--- config.mk ---
export PLATFORM = sky130hd
export DESIGN_NAME = lruc_ram
export DESIGN_NICKNAME = d
export VERILOG_FILES = /design/src/design/lruc_ram.sv
export SDC_FILE = /design/constraint.sdc
export NUM_CORES = 1
export LEC_CHECK = 0
export ABC_AREA = 1
export BUFFER_PORTS_ARGS = -buffer_cell sky130_fd_sc_hd__buf_2
export CAP_MARGIN = 5
export CORE_UTILIZATION = 58
export CTS_CLUSTER_DIAMETER = 200
export DETAILED_ROUTE_END_ITERATION = 8
export PLACE_DENSITY = 0.78
export SETUP_SLACK_MARGIN = 0.3
export SLEW_MARGIN = 5
export SYNTH_ARGS = -nofsm -noshare
export SYNTH_HDL_FRONTEND = slang
export SYNTH_SLANG_ARGS = --single-unit
--- constraint.sdc ---
create_clock -name clk -period 2.9 [get_ports clk]
set_input_delay 0.145 -clock clk [delete_from_list [all_inputs] [get_ports clk]]
set_output_delay 0.145 -clock clk [all_outputs]
set_load 0.02 [all_outputs]
--- src/design/lruc_ram.sv ---
module lruc_ram #(
  parameter int WIDTH = 8,
  parameter int DEPTH = 16,
  parameter int ADDR_W = (DEPTH > 1) ? $clog2(DEPTH) : 1
) (
  input  logic              clk,
  input  logic              wr_en,
  input  logic [ADDR_W-1:0] wr_addr,
  input  logic [WIDTH-1:0]  wr_data,
  input  logic              rd_en,
  input  logic [ADDR_W-1:0] rd_addr,
  output logic [WIDTH-1:0]  rd_data
);

  logic [WIDTH-1:0] mem [DEPTH];

  always_ff @(posedge clk) begin
    if (wr_en) begin
      mem[wr_addr] <= wr_data;
    end
    if (rd_en) begin
      rd_data <= mem[rd_addr];
    end
  end

endmodule

==> results by group, run 1 <==
Routing
  – Final wirelength: between 10000 and 15000 microns
  – WL per Instance: 17.74 microns
  – TritonRoute pass-1 iters: 6
  – Drt drc: 0
  – DRT iter0 DRCs: around 380
  – Avg Vias per Cell: 5.451
  – Vias: 3941
  – Final ANT Viol Nets: 0

Critical path
  – Worst r2r dst: rd_data[4]
  – Type of origin of the critical path: register
  – CP top delay family: flip-flops
  – Worst path cell trace: buf_2
  – Worst reg2reg path depth: 6
  – Buffers plus inverters on the worst setup path: 1
  – Crit path DAT: around 1.1 ns
  – R2R setup slack: roughly 1.7 ns
  – Crit-path max cell delay: between 0.4 and 0.5 ns
  – CP Max Fanout: 1
  – Critical path origin: rd_data[6]
  – Worst-path cell with the longest stage delay: edfxtp_1
  – Required @ worst endpoint: 2.76 ns
  – CP endpoint kind: output port
  – Crit path kind: reg2out
  – R2r startpoint: mem[13][4]

Placement
  – RePlAce Congestion: 0.7882
  – HPWL after DPL: 7286 microns
  – Buffers on Ports: 26

STA
  – Clk_skew: 0.004920 ns
  – Endpoints failing hold: 0
  – RSZ-0062 raised after global routing: false
  – Setup Total Neg Slack: 0 ns
  – Post-route minimum period: approximately 1.3 ns
  – Worst rel slew slack: 0.3384
  – Hold WS: 0.0007183 ns
  – Period utilisation layout: 0.4385
  – Worst Max-Slew Pin Slew: slightly below 1 ns
  – Fmax: about 790 MHz
  – Number of setup violations in the final report: 0
  – Max-slew violation count: 0

CTS
  – H-tree depth: 4
  – Cts repair resizes: 0
  – Clock buffer depth: 2
  – Clock latency on the worst-skew pair: 0.54 ns
  – Clock sinks: around 140
  – Clk Tree Root Cell: clkbuf_8
  – CTS Buf Count: 17
  – TritonCTS clock tree: done
  – Clock transition at path regs: 0.06 ns

Power
  – PD cells: roughly 700 nW/um^2
  – Worst vdd ir: 448.6 uV
  – Leak: ~2.8 nW

Logic synthesis
  – Post-synth net total: 570
  – Post-synthesis sequential area ratio: 0.6985
  – Mean Syn Cell Area: 10.61 sq um
  – Synth warn: 0
  – Post-synth cell types: 11
  – Post-synthesis register bit count: about 140
  – Post-Syn Area: 5847 sq um
  – Synth Instances: roughly 550

Floorplanning
  – Die width: a little over 100 microns
  – Cell Rows: 36
  – Starting Density: 0.5982
  – Die area: 10490 sq um
  – I/O pin count: 27
  – Die Ht: ~100 microns
  – Core ar.: roughly 9800 sq um

Min path
  – Hold Path Sink: mem[13][3]
  – Hold_sp: wr_data[3]
  – Worst Hold Path Cells: 1
  – Hold Path Class: in2reg

Final layout
  – Final #Nets: 596
  – Commonest non-fill, non-tap cell in the layout: nand2_1
  – Fill count: 729
  – Share of cells above drive strength 1: 0.1051
  – Most frequent cells in the layout: nand2_1, edfxtp_1, inv_1, nand3_1, buf_2
  – Antenna cells: 0
  – Seq. cell area: 4084 sq um
  – Layout Area Growth over Synthesis: 12.18%
  – Area of the multi-input gates: 1214 sq um

GRT
  – Initial antenna violation count: 0
  – Global-route wire length before repair: 20200 microns
  – Vias in the first global route: approximately 3.9k
  – Total track usage: 0.2764
  – Largest net degree at the start of global routing: 65
  – Aggregate global routing overflow: 0

Flow run
  – Max cap viols: 0

Outcome
  – Status: completed
metal layers:
layer	wire length, microns	vias to the layer above	share of wire	GRT usage
met5	0	-	0	0
met4	396	0	0.031	0.1352
met3	1284	35	0.10	0.07182
met2	6154	218	0.48	0.4331
met1	4992	1852	0.39	0.3621
li1	-	1836	-	-
registers in the layout, summed over array words and instances (netlist names):
signal / count
mem: 128
rd_data: 8
stage by stage:
stage	setup WS, ns	util	power, mW	cells	cell area (sq um)
5_1_grt	1.606	0.6710	4.585	723	6559
3_5_place_dp	1.231	0.6146	2.525	690	6007
2_1_floorplan	1.804	-	2.433	551	5847
3_3_place_gp	1.280	0.6146	2.517	690	6007
6_report	1.628	0.6710	4.458	723	6559
4_1_cts	1.634	0.6710	4.466	723	6559
cells in the mapped netlist:
cell,number,area share
nand2_1,173,0.11
edfxtp_1,136,0.70
inv_1,100,0.064
nand3_1,97,0.083
nor2_1,17,0.011
buf_2,13,0.011
buf_6,6,0.012
buf_4,4,0.0051
inv_2,2,0.0013
nand3b_1,2,0.0026
buf_1,1,0.00064
power by group:
group | internal (mW) | switching, mW | total [mW]
combinational | 0.0699 | 0.195 | 0.265
clock | 1.13 | 0.832 | 1.97
sequential | 2.22 | 0.0115 | 2.23
total | 3.42 | 1.04 | 4.46
logic make-up after synthesis:
logic type	share of synthesized area
simple gates	0.2076
flops	0.6985
buf+inv	0.09394
worst reg2reg max path: stages (launching register included):
cell,delay [ns]
edfxtp_1,0.37
inv_1,0.07
nand2_1,0.05
nand3_1,0.12
nand3_1,0.10
nand3_1,0.14
nand2_1,0.12
cell type report:
type | instances | area share
clock buffers | 17 | 0.06314
clock inverters | 15 | 0.01946
inverters | 102 | 0.05837
multi-input cells | 289 | 0.1850
flip-flops and latches | 136 | 0.6227
well taps | 133 | 0.02537
repair buffers | 31 | 0.02594
what timing repair did:
action	4_1_cts	5_1_grt
buffers inserted	0	0
hold endpoints to repair	8	0
hold buffers	1	0
worst max path at each step:
stage | to | depth (start not counted)
global placement | rd_data[4] | 7
finish | rd_data[6] | 1
global route | rd_data[6] | 1
floorplan | mem[10][0] | 2
CTS | rd_data[6] | 1
detailed placement | mem[11][2] | 3
(Power assumes the default switching activity.)
==> inputs of run 2 (changes only) <==
CORE_UTILIZATION = 55   (was 58)
PLACE_DENSITY = 0.77   (was 0.78)
clock period = 1.05 ns   (was 2.9 ns; I/O delays follow)
==> run 2 against run 1 <==
The run now ends with setup timing left. Wire length is 5.1% higher. Sequential power grew to 2.8 times the previous value. First-iteration DRC count is 21% lower. Register-to-register slack worse by 1.8 ns. Worst hold slack better by 0.033 ns. Total power grew to 2.9 times the previous value. Non-clock buffer count is 30 higher. Clock power grew to 3.0 times the previous value.
==> results by group, run 2 (synthesis gave the netlist of run 1 again) <==
CTS
  – Clock buffer depth: 2 (unchanged)
  – Clock transition at path regs: 0.06 ns (about the same)
  – Clock sinks: 136 (unchanged)
  – TritonCTS clock tree: done
  – CTS Buf Count: 17 (unchanged)
  – Clock latency on the worst-skew pair: 0.53 ns (about the same)
  – H-tree depth: 4 (unchanged)
  – Clk Tree Root Cell: clkbuf_8

Final layout
  – Share of cells above drive strength 1: 0.2553 (+0.1502)
  – Layout Cells excl Fill: 755 (+4.4%)
  – Antenna cells: 0 (unchanged)
  – Layout Area Growth over Synthesis: 26.32%
  – Top reg by flops: mem
  – Largest registers: mem (128), rd_data (8)
  – Commonest non-fill, non-tap cell in the layout: nand2_1
  – Max FFs per register: 128 (unchanged)
  – Most frequent cells in the layout: nand2_1, edfxtp_1, inv_1, nand3_1, nand3_2
  – Final #Nets: 626 (+5.0%)
  – Finished Core Util: 0.7154 (+0.04441)
  – Design area: 7386 sq um (+13%)

GRT
  – Aggregate global routing overflow: 0 (unchanged)
  – Total track usage: 0.2616 (-0.01486)
  – Vias in the first global route: 4071 (+5.3%)
  – Initial antenna violation count: 0 (unchanged)
  – Largest net degree at the start of global routing: 35 (-46%)
  – Global-route wire length before repair: 20940 microns (+3.7%)

Critical path
  – R2r startpoint: mem[13][4]
  – Worst-path cell with the longest stage delay: edfxtp_1
  – CP Max Fanout: 1 (unchanged)
  – CP endpoint kind: output port
  – Type of origin of the critical path: register
  – Worst r2r dst: rd_data[4]
  – Worst path cell trace: buf_6
  – Crit-path max cell delay: 0.43 ns (+0.02 ns)
  – WP depth: 1 (unchanged)
  – Crit path kind: reg2out
  – CP top delay family: flip-flops
  – Buffers plus inverters on the worst setup path: 1 (unchanged)
  – Worst Setup EP: rd_data[5]
  – Worst reg2reg path depth: 6 (unchanged)
  – R2R setup slack: -0.10 ns (-1.77 ns)
  – Required @ worst endpoint: 1.00 ns (-1.76 ns)
  – Crit path DAT: 1.12 ns (about the same)
  – Critical path origin: rd_data[5]

STA
  – Post-route setup slack: -0.1189 ns (-1.747 ns)
  – Worst rel slew slack: 0.7429 (+0.4044)
  – Endpoints failing hold: 0 (unchanged)
  – Number of setup violations in the final report: 11 (+11)
  – Worst Max-Slew Pin Slew: 0.3853 ns (-0.6034 ns)
  – Clk_skew: 0.006621 ns (+0.001702 ns)
  – Post-route minimum period: 1.169 ns
  – Max-slew violation count: 0 (unchanged)
  – RSZ-0062 raised after global routing: true
  – Fmax: approximately 860 MHz
  – Period utilisation layout: 1.113

Routing
  – Drt drc: 0 (unchanged)
  – Metal-1 WL: 5047 microns (+1.1%)
  – WL met2: 7048 microns (+15%)
  – Final ANT Viol Nets: 0 (unchanged)
  – Avg Vias per Cell: 5.449 (about the same)
  – Top Metal Used: met4
  – DRT iter0 DRCs: 300 (-21%)
  – Final wirelength: 13480 microns (+5.1%)
  – Metal3 WL: 989 microns (-23%)
  – TritonRoute pass-1 iters: 7 (+1)
  – WL per Instance: 17.85 microns (+0.64%)
  – Vias: 4114 (+4.4%)

Floorplanning
  – Die Ht: 105.1 microns (+2.6%)
  – Core ar.: 10320 sq um (+5.6%)
  – Starting Density: 0.5664 (-0.03183)
  – Die area: 11050 sq um (+5.3%)
  – I/O pin count: 27 (unchanged)
  – Cell Rows: 37 (+2.8%)
  – Die width: 105.1 microns (+2.6%)

Outcome
  – Violated checks: setup timing
  – Status: complete, but fails checks

Placement
  – Dpl cells: 715 (+3.6%)
  – Post-DP Area: 6454 sq um (+7.4%)
  – RePlAce Congestion: 0.8418 (+6.8%)
  – HPWL after DPL: 7925 microns (+8.8%)
  – Buffers on Ports: 26 (unchanged)

Power
  – Final Power: 13.02 mW (+190%)
  – Worst vdd ir: 930.0 uV (+110%)
  – Leak: 3.133 nW (+11%)
  – PD cells: 1762 nW/um^2 (+160%)

Min path
  – Hold Path Class: in2reg

Flow run
  – Max cap viols: 0 (unchanged)
==> run 2: cell types whose count changed in the layout (fill, tap and decap cells not counted), moves of 9 or more <==
cell     before  now
nand3_2       0   39
nor2_4        0    9
buf_12        0   13
nor2_1       17    0
nand2_2       0   13
buf_4         4   13
nand2_1     173  159
nand3_1      97   57
==> run 2: how the worst min path moves through the flow <==
stage | from | to | cells after the start
after floorplan | wr_data[0] | mem[0][0] | 0
after global placement | rd_en | rd_data[6] | 1
after detailed placement | rd_en | rd_data[0] | 1
after CTS | rd_addr[3] | rd_data[5] | 3
after global routing | rd_addr[3] | rd_data[7] | 3
final | rd_addr[3] | rd_data[7] | 3
==> run 2: stage by stage <==
step	setup TNS, ns	hold WS, ns	worst slack [ns]
finish	-0.9627	0.03404	-0.1189
global route	-1.402	0.03965	-0.1355
CTS	-0.8614	0.01285	-0.1153
detailed placement	-5.468	0.4316	-0.1739
global placement	-3.889	0.4258	-0.1254
floorplan	0	0.1514	0.1239
==> run 2: worst register-to-register path, cell delays in order, from the launching register on <==
cell	delay (ns)
edfxtp_1	0.36
inv_1	0.07
nand2_1	0.09
nand3_1	0.11
nand3_1	0.09
nand3_1	0.11
nand2_1	0.07
==> run 2: cell type report <==
cell class                      instances  area [sq um]
Sequential cell                       136          4084
Fill cell                             633          2938
Multi-Input combinational cell        289          1549
Timing Repair Buffer                   61         621.8
Clock buffer                           18         417.9
Inverter                              102         382.9
Tap cell                              136         170.2
Clock inverter                         13         160.2
==> run 2: where the power goes <==
group,total [mW],switching (mW),internal [mW]
clock,5.87,2.08,3.78
combinational,0.984,0.629,0.355
sequential,6.16,0.0446,6.12
total,13.0,2.76,10.3
==> run 2: repair_timing <==
action,4_1_cts,5_1_grt
hold buffers,9,0
setup buffers,0,0
endpoints found under the hold margin,136,0
endpoints found under the setup margin,16,16
gates resized for setup,31,38
pin swaps,27,20
==> run 2: routing by layer <==
layer  global-route usage  vias to the layer above
li1                     -                     1900
met1               0.3175                     1983
met2               0.4570                      187
met3              0.04741                       44
met4               0.1157                        0
met5                    0                        -
==> inputs of run 3 (changes only) <==
CORE_UTILIZATION = 44   (was 55)
PLACE_DENSITY = 0.62   (was 0.77)
SKIP_CTS_REPAIR_TIMING = 1   (was unset)
==> run 3 against run 2 <==
The run still ends with setup timing left. Setup slack better by 0.071 ns. Non-clock buffer count down 7. Highest routed layer unchanged. Wire length up 0.79%. Clock-buffer cell count up 4. Critical endpoint is now rd_data[3]. Die area up 24%.
==> results by group, run 3 (synthesis gave the netlist of run 1 again) <==
CTS
  – Clock latency on the worst-skew pair: 0.42 ns (-0.11 ns)
  – Clock transition at path regs: 0.05 ns (about the same)
  – TritonCTS clock tree: done
  – Clk Tree Root Cell: clkbuf_16
  – H-tree depth: 4 (unchanged)
  – Clock sinks: 136 (unchanged)
  – CTS Buf Count: 17 (unchanged)
  – Clock buffer depth: 2 (unchanged)

Final layout
  – Design area: 7096 sq um (-3.9%)
  – Share of cells above drive strength 1: 0.1997 (-0.05558)
  – Antenna cells: 0 (unchanged)
  – Largest registers: mem (128), rd_data (8)
  – Layout Area Growth over Synthesis: 21.36%
  – Commonest non-fill, non-tap cell in the layout: nand2_1
  – Top reg by flops: mem
  – Most frequent cells in the layout: nand2_1, edfxtp_1, inv_1, nand3_1, nand3_2
  – Max FFs per register: 128 (unchanged)
  – Final #Nets: 619 (-1.1%)

Routing
  – DRT iter0 DRCs: 346 (+15%)
  – Avg Vias per Cell: 5.000 (-8.2%)
  – TritonRoute pass-1 iters: 5 (-2)
  – Final wirelength: 13590 microns (+0.79%)
  – Drt drc: 0 (unchanged)
  – Vias: 3915 (-4.8%)
  – Final ANT Viol Nets: 0 (unchanged)
  – WL per Instance: 17.35 microns (-2.8%)

Critical path
  – CP top delay family: flip-flops
  – Worst reg2reg path depth: 6 (unchanged)
  – Worst Setup EP: rd_data[3]
  – R2R setup slack: -0.04 ns (+0.06 ns)
  – Crit path DAT: 1.05 ns (-0.07 ns)
  – Type of origin of the critical path: register
  – Worst r2r dst: rd_data[0]
  – Buffers plus inverters on the worst setup path: 1 (unchanged)
  – Worst-path cell with the longest stage delay: edfxtp_1
  – CP endpoint kind: output port
  – CP Max Fanout: 1 (unchanged)
  – Critical path origin: rd_data[3]
  – Crit-path max cell delay: 0.45 ns (+0.02 ns)
  – Crit path kind: reg2out
  – WP depth: 1 (unchanged)
  – R2r startpoint: mem[2][0]
  – Required @ worst endpoint: 1.00 ns (about the same)
  – Worst path cell trace: buf_6

Outcome
  – Violated checks: setup timing
  – Status: complete, but fails checks

STA
  – Number of setup violations in the final report: 11 (unchanged)
  – Worst rel slew slack: 0.5837 (-0.1592)
  – Setup Total Neg Slack: -0.2708 ns (+0.6919 ns)
  – RSZ-0062 raised after global routing: true
  – Max-slew violation count: 0 (unchanged)
  – Clk_skew: 0.008141 ns (+0.001519 ns)
  – Post-route minimum period: 1.098 ns (-0.07105 ns)
  – Fmax: 910.9 MHz (+6.5%)
  – Period utilisation layout: 1.046 (-0.06766)
  – Endpoints failing hold: 0 (unchanged)
  – Post-route setup slack: -0.04782 ns (+0.07105 ns)
  – Worst Max-Slew Pin Slew: 0.6236 ns (+0.2383 ns)

Placement
  – Post-DP Area: 6436 sq um (-0.27%)
  – Buffers on Ports: 26 (unchanged)
  – Place WS: -0.2752 ns (-0.1013 ns)
  – HPWL after DPL: 8642 microns (+9.1%)
  – RePlAce Congestion: 0.8156 (-3.1%)

Power
  – Sw Pwr: 2.668 mW (-3.3%)
  – Int Pwr: 9.350 mW (-8.8%)
  – PD cells: 1694 nW/um^2 (-3.9%)
  – Worst vdd ir: 998.2 uV (+7.3%)
  – Combinational power share: 0.076 (about the same)
  – Final Power: 12.02 mW (-7.7%)
  – Sequential power share: 0.513 (+0.039)
  – Leak: 3.006 nW (-4.0%)
  – Clk pwr share: 0.411 (-0.040)
  – Switching Share: 0.2220 (+0.01006)

GRT
  – Aggregate global routing overflow: 0 (unchanged)
  – Largest net degree at the start of global routing: 36 (+2.9%)
  – Total track usage: 0.2224 (-0.03922)
  – Global-route wire length before repair: 21070 microns (+0.63%)
  – Initial antenna violation count: 0 (unchanged)
  – Vias in the first global route: 3800 (-6.7%)

Floorplanning
  – Starting Density: 0.4577 (-0.1086)
  – Die Ht: 117.3 microns (+12%)
  – Die width: 117.3 microns (+12%)
  – Core ar.: 12770 sq um (+24%)
  – I/O pin count: 27 (unchanged)
  – Cell Rows: 41 (+11%)
  – Die area: 13750 sq um (+24%)

Flow run
  – Max cap viols: 0 (unchanged)

Min path
  – Hold Path Class: in2reg
run 3: changes by cell type in the layout (fill, tap and decap cells not counted), sizes merged:
cell         change
bufinv           -4
clkbuf           +4
buf              +1
clkinv           -1
dlygate4sd3      -8
run 3: area by class of cell:
type | instances | area, sq um
well taps | 172 | 215.2
repair buffers | 54 | 486.7
flip-flops and latches | 136 | 4084
inverters | 102 | 382.9
clock inverters | 8 | 33.78
multi-input cells | 289 | 1449
fillers | 1082 | 5678
clock buffers | 22 | 444.2
run 3: worst min path at each step:
stage | start | end | cells past startpoint
floorplan | wr_data[0] | mem[0][0] | 0
global placement | rd_en | rd_data[1] | 1
detailed placement | rd_en | rd_data[2] | 1
CTS | rd_en | rd_data[0] | 1
global route | wr_data[4] | mem[11][4] | 1
finish | wr_data[0] | mem[1][0] | 1
run 3: metal layers:
| metal | vias to the layer above | part of all wire | global-route usage |
|---|---|---|---|
| met5 | - | 0 | 0 |
| met4 | 0 | 0.031 | 0.1131 |
| met3 | 27 | 0.054 | 0.04943 |
| met2 | 131 | 0.49 | 0.3502 |
| met1 | 1883 | 0.42 | 0.2907 |
| li1 | 1874 | - | - |
run 3: metrics by stage:
step / hold WS (ns) / std cells / utilization
5_1_grt: 0.05601 / 783 / 0.5555
6_report: 0.05093 / 783 / 0.5555
3_5_place_dp: 0.4322 / 751 / 0.5039
2_1_floorplan: 0.1514 / 551 / -
3_3_place_gp: 0.4341 / 751 / 0.5039
4_1_cts: -0.006493 / 781 / 0.5413
run 3: power by group through the flow:
stage	clock, mW	sequential (mW)	combinational (mW)
CTS	4.99	6.16	0.856
detailed placement	0	6.27	0.854
finish	4.93	6.17	0.917
floorplan	0	6.29	0.461
global route	5.23	6.17	1.01
global placement	0	6.27	0.839
